## config.mk

```make
export PLATFORM = sky130hd
export DESIGN_NAME = binary_morphology_3x3_unit_flat
export DESIGN_NICKNAME = d
export VERILOG_FILES = /design/src/sv/bm3_pkg.sv /design/src/sv/bm3_pixel_if.sv /design/src/sv/bm3_result_if.sv /design/src/sv/binary_morphology_3x3_unit.sv /design/src/flat_wrapper.sv
export VERILOG_INCLUDE_DIRS = /design/src /design/src/sv
export SDC_FILE = /design/constraint.sdc
export NUM_CORES = 2
export LEC_CHECK = 0
export BUFFER_PORTS_ARGS = -buffer_cell sky130_fd_sc_hd__buf_2
export CAP_MARGIN = 20
export CORE_UTILIZATION = 50
export CTS_BUF_LIST = sky130_fd_sc_hd__clkbuf_8 sky130_fd_sc_hd__clkbuf_16
export DETAILED_ROUTE_END_ITERATION = 10
export GPL_TIMING_DRIVEN = 0
export MAX_ROUTING_LAYER = met4
export PLACE_DENSITY = 0.64
export SLEW_MARGIN = 30
export SYNTH_ARGS = -nofsm -noshare
export SYNTH_HDL_FRONTEND = slang
export SYNTH_SLANG_ARGS = --single-unit
```

## constraint.sdc

```tcl
create_clock -name clk -period 25.9 [get_ports clk]
set_clock_uncertainty 0.1 [all_clocks]
set_input_delay 0 -clock clk [delete_from_list [all_inputs] [get_ports clk]]
set_output_delay 0 -clock clk [all_outputs]
set_load 0.01 [all_outputs]
```

## src/sv/binary_morphology_3x3_unit_defines.svh

```systemverilog
// Assertion macros shared by the binary morphology RTL.
`ifndef BINARY_MORPHOLOGY_3X3_UNIT_DEFINES_SVH
`define BINARY_MORPHOLOGY_3X3_UNIT_DEFINES_SVH

`ifndef SYNTHESIS
// Same-cycle implication, checked on clk outside of reset.
`define BM3_ASSERT_NOW(label, trig, cons, msg) \
  label: assert property (@(posedge clk) disable iff (rst) (trig) |-> (cons)) else $error(msg);
// Next-cycle implication, checked on clk outside of reset.
`define BM3_ASSERT_NEXT(label, trig, cons, msg) \
  label: assert property (@(posedge clk) disable iff (rst) (trig) |=> (cons)) else $error(msg);
`else
`define BM3_ASSERT_NOW(label, trig, cons, msg)
`define BM3_ASSERT_NEXT(label, trig, cons, msg)
`endif

`endif

```

## src/sv/bm3_pkg.sv

```systemverilog
// Shared constants for the binary morphology block.
package bm3_pkg;

  // Field widths.
  localparam int PIXEL_W      = 8;
  localparam int CFG_W        = 11;
  localparam int ROW_W        = 12;
  localparam int OUT_ROW_W    = 11;
  localparam int CFG_ADDR_W   = 4;
  localparam int CFG_DATA_W   = 32;
  localparam int REG_IDX_W    = 2;

  // Default for the line length limit.
  localparam int DEF_MAX_WIDTH = 1024;

  // Register indexes.
  localparam logic [REG_IDX_W-1:0] REG_IMAGE_WIDTH  = 2'd0;
  localparam logic [REG_IDX_W-1:0] REG_IMAGE_HEIGHT = 2'd1;
  localparam logic [REG_IDX_W-1:0] REG_OP_MODE      = 2'd2;

  // Register reset values.
  localparam logic [CFG_W-1:0] IMAGE_WIDTH_RST  = 11'd640;
  localparam logic [CFG_W-1:0] IMAGE_HEIGHT_RST = 11'd480;

  // Operation modes.
  localparam logic MODE_EROSION  = 1'b0;
  localparam logic MODE_DILATION = 1'b1;

  // Item kinds.
  localparam logic FUNC_PIXEL = 1'b0;
  localparam logic FUNC_FLUSH = 1'b1;

  // Only full white counts as a set pixel.
  localparam logic [PIXEL_W-1:0] PIXEL_SET = 8'd255;

endpackage

```

## src/sv/bm3_pixel_if.sv

```systemverilog
// Input channel carrying one pixel or flush beat.
interface bm3_pixel_if;
  import bm3_pkg::*;

  logic               valid;
  logic               ready;
  logic               func;
  logic [PIXEL_W-1:0] pixel_value;

  modport source (output valid, output func, output pixel_value, input ready);
  modport sink   (input valid, input func, input pixel_value, output ready);

endinterface

```

## src/sv/bm3_result_if.sv

```systemverilog
// Output channel carrying one result pixel beat.
interface bm3_result_if;

  logic valid;
  logic ready;
  logic pixel_on;
  logic frame_end;

  modport source (output valid, output pixel_on, output frame_end, input ready);
  modport sink   (input valid, input pixel_on, input frame_end, output ready);

endinterface

```

## src/sv/binary_morphology_3x3_unit.sv

```systemverilog
// Streaming 3x3 binary erosion / dilation with line memory.
//
// Usage: pixels of a raster frame enter on pixel_in, one beat per pixel, line
// by line; a pixel counts as set only when it equals 255. Each result beat on
// result_out carries the erosion or dilation (op_mode) of one position over
// its in-image 3x3 neighbors, and frame_end marks the last one of a frame.
// A result is released by the beat that arrives one line plus one pixel after
// its center; after the last pixel, W+1 flush beats (func = 1) drain the rest.
// Flush beats sent while pixels are still due are taken and ignored.
// Throughput is one beat per cycle unless result_out stalls: both line delays
// share one 2-bit wide line memory that is read when a beat is taken and written
// back as it leaves the memory stage, with a forwarding path for a one-pixel-wide
// frame. A result reaches result_out via the memory stage and the result register.
// Reset clears the counters and window; the line memory is not cleared, its
// stale rows are masked off at the top of each frame.
// When result_out stalls, the result register holds, one more beat can be
// taken into the memory stage, and pixel_in then drops ready.
// Registers (APB, byte address 4*i): image_width, image_height, op_mode;
// write them only between frames.
`include "binary_morphology_3x3_unit_defines.svh"

module binary_morphology_3x3_unit #(
  parameter int MAX_WIDTH = bm3_pkg::DEF_MAX_WIDTH
) (
  input  logic                           clk,
  input  logic                           rst,
  bm3_pixel_if.sink                      pixel_in,
  bm3_result_if.source                   result_out,
  input  logic                           psel,
  input  logic                           penable,
  input  logic                           pwrite,
  input  logic [bm3_pkg::CFG_ADDR_W-1:0] paddr,
  input  logic [bm3_pkg::CFG_DATA_W-1:0] pwdata,
  output logic [bm3_pkg::CFG_DATA_W-1:0] prdata,
  output logic                           pready
);
  import bm3_pkg::*;

  localparam int COL_W = $clog2(MAX_WIDTH);
  localparam int EW    = $clog2(MAX_WIDTH + 1);

  // Configuration registers.
  logic [CFG_W-1:0] image_width;
  logic [CFG_W-1:0] image_height;
  logic             op_mode;

  // Raster position of the next beat and of the next result.
  logic [COL_W-1:0]     in_column, in_column_next;
  logic [ROW_W-1:0]     in_row, in_row_next;
  logic [COL_W-1:0]     out_col, out_col_next;
  logic [OUT_ROW_W-1:0] out_row, out_row_next;

  // Memory stage.
  logic             s1_valid;
  logic             s1_x;
  logic             s1_emit;
  logic             s1_last;
  logic [8:0]       s1_mask;
  logic [COL_W-1:0] s1_col;
  logic             fwd;
  logic [1:0]       fwd_data;
  logic [1:0]       mem_q;
  logic [8:0]       window_bits;

  // Result register.
  logic out_valid;
  logic out_on;
  logic out_end;

  // Line memory: bit 0 delays one line, bit 1 delays two lines.
  logic [1:0] line_mem [MAX_WIDTH];

  logic [31:0]        width_ext;
  logic [31:0]        eff_w_wide;
  logic [EW-1:0]      eff_w;
  logic [CFG_W-1:0]   eff_h;
  logic               accept;
  logic               drop;
  logic               live;
  logic               pixel_phase;
  logic               acc_x;
  logic               acc_emit;
  logic               acc_last;
  logic [8:0]         acc_mask;
  logic               use_left;
  logic               use_right;
  logic               use_above;
  logic               use_below;
  logic               s1_fire;
  logic [1:0]         rd_data;
  logic [1:0]         wr_data;
  logic [8:0]         win_shift;
  logic               win_all;
  logic               win_any;
  logic               cfg_write;

  // Effective frame size: zero counts as one, width clamps to the memory.
  always_comb begin
    width_ext = 32'(image_width);
    if (image_width == '0) begin
      eff_w_wide = 32'd1;
    end else if (width_ext > 32'(MAX_WIDTH)) begin
      eff_w_wide = 32'(MAX_WIDTH);
    end else begin
      eff_w_wide = width_ext;
    end
    eff_w = eff_w_wide[EW-1:0];
    eff_h = (image_height == '0) ? CFG_W'(1) : image_height;
  end

  // Handshake between the channels and the memory stage.
  assign s1_fire        = s1_valid && (!s1_emit || !out_valid || result_out.ready);
  assign pixel_in.ready = !s1_valid || s1_fire;
  assign accept         = pixel_in.valid && pixel_in.ready;
  assign pixel_phase    = {1'b0, in_row} < {{(ROW_W - CFG_W + 1){1'b0}}, eff_h};
  assign drop           = (pixel_in.func == FUNC_FLUSH) && pixel_phase;
  assign live           = accept && !drop;

  // Position bookkeeping for the beat being taken.
  always_comb begin
    acc_x    = pixel_phase && (pixel_in.pixel_value == PIXEL_SET);
    acc_emit = (in_row >= ROW_W'(2)) || ((in_row == ROW_W'(1)) && (in_column != '0));

    use_left  = out_col != '0;
    use_right = (32'(out_col) + 32'd1) < 32'(eff_w);
    use_above = out_row != '0;
    use_below = (32'(out_row) + 32'd1) < 32'(eff_h);
    acc_last  = !use_right && !use_below;

    // Bit 3*age+row: age 0,1,2 is right, center, left column;
    // row 0,1,2 is below, center, above.
    for (int k = 0; k < 9; k++) begin
      acc_mask[k] = ((k / 3 != 0) || use_right) && ((k / 3 != 2) || use_left) &&
                    ((k % 3 != 0) || use_below) && ((k % 3 != 2) || use_above);
    end

    in_column_next = in_column;
    in_row_next    = in_row;
    out_col_next   = out_col;
    out_row_next   = out_row;
    if (live) begin
      if ((32'(in_column) + 32'd1) >= 32'(eff_w)) begin
        in_column_next = '0;
        if (in_row != '1) begin
          in_row_next = in_row + 1'b1;
        end
      end else begin
        in_column_next = in_column + 1'b1;
      end
      if (acc_emit) begin
        if (acc_last) begin
          in_column_next = '0;
          in_row_next    = '0;
          out_col_next   = '0;
          out_row_next   = '0;
        end else if (!use_right) begin
          out_col_next = '0;
          out_row_next = out_row + 1'b1;
        end else begin
          out_col_next = out_col + 1'b1;
        end
      end
    end
  end

  // Memory stage data: forwarded write when the same column was just written.
  always_comb begin
    rd_data   = fwd ? fwd_data : mem_q;
    wr_data   = {rd_data[0], s1_x};
    win_shift = {window_bits[5:0], rd_data[1], rd_data[0], s1_x};
    win_all   = &(win_shift | ~s1_mask);
    win_any   = |(win_shift & s1_mask);
  end

  // Line memory: read when a beat is taken, written back as it leaves.
  always_ff @(posedge clk) begin
    if (s1_fire) begin
      line_mem[s1_col] <= wr_data;
    end
    if (live) begin
      mem_q <= line_mem[in_column];
    end
  end

  // Control registers.
  always_ff @(posedge clk) begin
    if (rst) begin
      in_column   <= '0;
      in_row      <= '0;
      out_col     <= '0;
      out_row     <= '0;
      s1_valid    <= 1'b0;
      window_bits <= '0;
      out_valid   <= 1'b0;
    end else begin
      in_column <= in_column_next;
      in_row    <= in_row_next;
      out_col   <= out_col_next;
      out_row   <= out_row_next;
      if (live) begin
        s1_valid <= 1'b1;
      end else if (s1_fire) begin
        s1_valid <= 1'b0;
      end
      if (s1_fire) begin
        window_bits <= s1_last ? '0 : win_shift;
      end
      if (s1_fire && s1_emit) begin
        out_valid <= 1'b1;
      end else if (result_out.ready) begin
        out_valid <= 1'b0;
      end
    end
  end

  // Payload registers of the memory stage and the result.
  always_ff @(posedge clk) begin
    if (live) begin
      s1_x     <= acc_x;
      s1_emit  <= acc_emit;
      s1_last  <= acc_emit && acc_last;
      s1_mask  <= acc_mask;
      s1_col   <= in_column;
      fwd      <= s1_fire && (s1_col == in_column);
      fwd_data <= wr_data;
    end
    if (s1_fire && s1_emit) begin
      out_on  <= (op_mode == MODE_DILATION) ? win_any : win_all;
      out_end <= s1_last;
    end
  end

  assign result_out.valid     = out_valid;
  assign result_out.pixel_on  = out_on;
  assign result_out.frame_end = out_end;

  // Configuration port.
  assign pready    = 1'b1;
  assign cfg_write = psel && penable && pwrite && pready;

  always_ff @(posedge clk) begin
    if (rst) begin
      image_width  <= IMAGE_WIDTH_RST;
      image_height <= IMAGE_HEIGHT_RST;
      op_mode      <= MODE_EROSION;
    end else if (cfg_write) begin
      case (paddr[CFG_ADDR_W-1:2])
        REG_IMAGE_WIDTH:  image_width  <= pwdata[CFG_W-1:0];
        REG_IMAGE_HEIGHT: image_height <= pwdata[CFG_W-1:0];
        REG_OP_MODE:      op_mode      <= pwdata[0];
        default: begin
        end
      endcase
    end
  end

  always_comb begin
    case (paddr[CFG_ADDR_W-1:2])
      REG_IMAGE_WIDTH:  prdata = CFG_DATA_W'(image_width);
      REG_IMAGE_HEIGHT: prdata = CFG_DATA_W'(image_height);
      REG_OP_MODE:      prdata = CFG_DATA_W'(op_mode);
      default:          prdata = '0;
    endcase
  end

  // A result waiting on a stalled output must block new beats.
  `BM3_ASSERT_NOW(a_stall_blocks_input, s1_valid && s1_emit && out_valid && !result_out.ready, !pixel_in.ready, "input taken while result stage is blocked")
  // A finished frame leaves all position counters at the origin.
  `BM3_ASSERT_NEXT(a_frame_restart, live && acc_emit && acc_last, in_column == '0 && in_row == '0 && out_col == '0 && out_row == '0, "counters not cleared after frame end")
  // Every emitting beat leaving the memory stage lands in the result register.
  `BM3_ASSERT_NEXT(a_result_loaded, s1_fire && s1_emit, out_valid, "result lost after memory stage")

endmodule

```

## src/flat_wrapper.sv

```systemverilog
// flat-port wrapper written by rule: the top's interface ports become plain ports
module binary_morphology_3x3_unit_flat import bm3_pkg::*;
#(
  parameter int MAX_WIDTH = bm3_pkg::DEF_MAX_WIDTH
)
  (clk, rst, psel, penable, pwrite, paddr, pwdata, prdata, pready, pixel_in_valid, pixel_in_func, pixel_in_pixel_value, pixel_in_ready, result_out_valid, result_out_pixel_on, result_out_frame_end, result_out_ready);
  bm3_pixel_if pixel_in_i ();
  bm3_result_if result_out_i ();
  input  logic clk;
  input  logic rst;
  input  logic psel;
  input  logic penable;
  input  logic pwrite;
  input  logic [bm3_pkg::CFG_ADDR_W-1:0] paddr;
  input  logic [bm3_pkg::CFG_DATA_W-1:0] pwdata;
  output logic [bm3_pkg::CFG_DATA_W-1:0] prdata;
  output logic pready;
  input wire logic [$bits(pixel_in_i.valid)-1:0] pixel_in_valid;
  input wire logic [$bits(pixel_in_i.func)-1:0] pixel_in_func;
  input wire logic [$bits(pixel_in_i.pixel_value)-1:0] pixel_in_pixel_value;
  output wire logic [$bits(pixel_in_i.ready)-1:0] pixel_in_ready;
  output wire logic [$bits(result_out_i.valid)-1:0] result_out_valid;
  output wire logic [$bits(result_out_i.pixel_on)-1:0] result_out_pixel_on;
  output wire logic [$bits(result_out_i.frame_end)-1:0] result_out_frame_end;
  input wire logic [$bits(result_out_i.ready)-1:0] result_out_ready;
  assign pixel_in_i.valid = pixel_in_valid;
  assign pixel_in_i.func = pixel_in_func;
  assign pixel_in_i.pixel_value = pixel_in_pixel_value;
  assign pixel_in_ready = pixel_in_i.ready;
  assign result_out_valid = result_out_i.valid;
  assign result_out_pixel_on = result_out_i.pixel_on;
  assign result_out_frame_end = result_out_i.frame_end;
  assign result_out_i.ready = result_out_ready;
  binary_morphology_3x3_unit #(.MAX_WIDTH(MAX_WIDTH)) u_core (.clk(clk), .rst(rst), .pixel_in(pixel_in_i), .result_out(result_out_i), .psel(psel), .penable(penable), .pwrite(pwrite), .paddr(paddr), .pwdata(pwdata), .prdata(prdata), .pready(pready));
endmodule
```

==> results.md <==
- Synth Warn #: 0
- Layout cells sized above 1: 20.61%
- Slew HR: 18.97%
- Initial core utilization: between 50 and 60%
- Slowest cell on the critical path: buf_2
- Top layer in use: met4
- CP max FO: 12
- Max-cap violations: 0
- Nets: about 6100
- Die W: 426.4 um
- Crit share post-route: 26.65%
- Die height: between 400 and 500 um
- TritonCTS clock tree: built
- DRC Markers: 0
- Critical path startpoint category: register
- Clock-pin slew on the worst setup and hold paths: around 60 ps
- Synthesized cell area: approximately 0.090 mm2
- Worst-Margin Slew: 1215 ps
- Hold Path Class: in2reg
- Vias in the first global route: 55910
- Setup ws final: around 19000 ps
- Syn avg cell area: ~16 um2
- Critical Path AT: ~7600 ps
- Status: finished, final reports clean
- Via density: between 7 and 8
- Minimum clock period: ~7000 ps
- Met2 wire length: between 150000 and 200000 um
- Fmax achieved: roughly 0.14 GHz
- Crit path cell chain: buf_2, buf_2, buf_4, buf_4, inv_2, buf_2, buf_2, ha_1, nand3_1, o21ai_0, nand4_1, o21ai_2, o21ai_2, nor3_2, a221o_1
- Post-Synthesis Cells: 5529
- DRT met1 WL: approximately 130000 um
- Worst Path Class, Setup: reg2reg
- Placer Congestion: ~1.1
- Pwr/cell area: between 60 and 70 mW/mm2
- P_leak: roughly 33 nW
- CTS root buf: clkbuf_16
- Pre-CTS setup slack: 19400 ps
- Area growth from synthesis to layout: 14.98%
- Final ANT Viol Nets: 0
- Grt ovf: 0
- # H-tree levels: 4
- Synthesized flop and latch total: 2150
- Final setup vio count: 0
- Routed WL per cell: approximately 44 um
- Met3 Routed Length: 58720 um
- Initial DRC Count: 12870
- Drt pass-1 iters: 9
- Core area: about 0.18 mm2
- Dpl hpwl: 253800 um
- Finished Layout Cells: 8584
- Row count: approximately 160
- Synth Flop Type: edfxtp_1
- Worst path required time: ~27000 ps
- Final wirelength: 374800 um
- Register area share after synthesis: between 70% and 80%
- Global-route total usage across every layer: ~43%
- I/O pins: 89
- Final Hold Slack: approximately 56 ps
- Die ar.: between 0.15 and 0.2 mm2
- Vias: between 60000 and 70000
- Maximum clock path buffer count: 3
- Clock Latency Late Sink: roughly 890 ps
- Distinct cells, synth: just over 80
- CTS buffer count: 217
- First-pass GRT wire length: 492100 um
- Clock sinks: approximately 2200
- Top cell by count, worst path: buf_2
- Peak supply drop: ~67 uV
- Crit-path max cell delay: 840 ps
- Post-CTS Setup Bufs: 0
- Final Max Slew Viols: 0
- Placed Cells: between 8000 and 9000
- Setup TNS: 0 ps
- Largest net degree at the start of global routing: 132
- Finished Core Util: 57.97%
- RSZ-0062 raised after global routing: false
- Post-synth EDFFs: 2076
- Asr flop ratio synth: 0%
- Final hold vios: 0
- Initial antenna violation count: 45
- # port buffers: 40
- CP endpoint kind: register
==> area by class of cell <==
class	instances	area (um2)
well taps	2355	2947
clock buffers	220	5494
fillers	13650	75070
diodes	57	142.6
inverters	50	195.2
multi-input cells	2895	23790
flip-flops and latches	2150	63820
clock inverters	179	1142
repair buffers	224	3398
plain buffers	454	2610
==> per-stage QoR <==
step	area (um2)	total power [mW]
after floorplan	90130	4.119
after global placement	93280	4.327
after detailed placement	96230	4.263
after CTS	103400	7.186
after global routing	103500	7.322
final	103500	7.230
==> synthesized netlist by cell type (all sizes together) (5+ instances only) <==
master	instances	area, um2
a2111oi	10	106.4
a211oi	22	170.2
a21o	15	112.6
a21oi	95	475.5
a221o	9	90.09
a221oi	35	306.5
a22o	23	201.4
a22oi	61	457.9
a311oi	6	52.55
a31oi	16	100.1
and2	12	75.07
and3	15	93.84
buf	181	1373
clkbuf	273	1025
dfxtp	74	1481
edfxtp	2076	62340
ha	50	625.6
inv	46	172.7
mux2	15	168.9
mux2i	214	2142
mux4	454	10270
nand2	232	873.3
nand2b	11	68.82
nand3	78	390.4
nand4	23	143.9
nor2	1116	4189
nor2b	23	143.9
nor3	41	215.2
nor3b	7	52.55
nor4	23	143.9
o2111ai	5	43.79
o211ai	15	112.6
o21a	5	37.54
o21ai	54	277.8
o221ai	23	207.7
o22ai	35	219.0
o311ai	8	70.07
o31ai	21	157.7
o32ai	7	61.31
or2	5	31.28
or3	8	50.05
or4	10	75.07
xnor2	29	254.0
xor2	6	52.55
==> flip-flops by register name, indices dropped and copies added, names as in the netlist, 2 cells and up <==
signal,count
u_core.in_column,10
u_core.out_row,11
u_core.s1_col,10
u_core.line_mem,2048
u_core.in_row,12
u_core.mem_q,2
u_core.fwd_data,2
u_core.s1_mask,8
u_core.image_width,11
u_core.out_col,10
u_core.image_height,11
u_core.window_bits,6
==> layer usage <==
metal,up-vias,GRT usage [%]
met5,-,-
met4,0,28.24
met3,1301,15.98
met2,5867,58.13
met1,30700,52.69
li1,22450,-
==> timing repair <==
item	in CTS	in global routing
hold endpoints to repair	57	0
hold buffers	53	0
resized for setup	0	0
==> critical path: cells and delay by family, from the launching register on <==
kind	cells	cell delay (ps)
flops	1	390
fa+ha+maj	1	280
buf+inv	7	3450
simple gates	3	1200
compound gates	4	1270
==> worst paths after layout <==
check / start / end / slack (ps) / depth (start not counted)
worst min register to register: u_core.out_col[9] / u_core.out_col[9] / 380 / 2
worst max-delay path: u_core.in_column[1] / u_core.in_column[6] / 19000 / 15
worst min-delay path: paddr[3] / u_core.op_mode / 60 / 5
worst max register to register: u_core.in_column[1] / u_core.in_column[6] / 19000 / 15
==> layout by cell type (no fill, tap or decap), types with 18 or more instances in the layout <==
cell type / n
edfxtp_1: 2076
dfxtp_1: 74
nor3_1: 39
buf_4: 47
nand4_1: 23
buf_6: 61
clkinv_2: 31
clkinv_1: 63
ha_1: 50
a21oi_1: 95
nand3_1: 78
inv_1: 97
conb_1: 22
clkbuf_1: 117
o221ai_1: 22
xnor2_1: 29
diode_2: 57
a211oi_1: 21
a221oi_1: 35
buf_2: 107
mux2i_1: 214
a22o_1: 23
buf_8: 45
o21ai_0: 51
o31ai_1: 21
dlygate4sd3_1: 53
a22oi_1: 61
o22ai_1: 35
buf_16: 61
clkbuf_16: 219
nor4_1: 22
nand2_1: 229
nor2_1: 1108
buf_1: 18
clkbuf_2: 156
mux4_2: 442
nor2b_1: 22
==> cell families (layout without fill, tap and decap cells) <==
kind of cell	count (synthesis)	count (layout)	share of synthesized area (%)
DFF	2150	2150	70.87
and+or+nand+nor	1619	1619	7.414
muxes	683	683	13.97
buffers and inverters	504	1127	2.870
AOI/OAI and AO/OA	486	486	3.833
adders and majority gates	50	50	0.6947
xor gates and xnor gates	35	35	0.3404
other	2	79	0.008339
==> report_power, final <==
part | switching [mW] | internal, mW
registers | 0.00290 | 3.80
clock network | 1.40 | 1.62
logic | 0.278 | 0.132
total | 1.68 | 5.55
(Power assumes the default switching activity.)
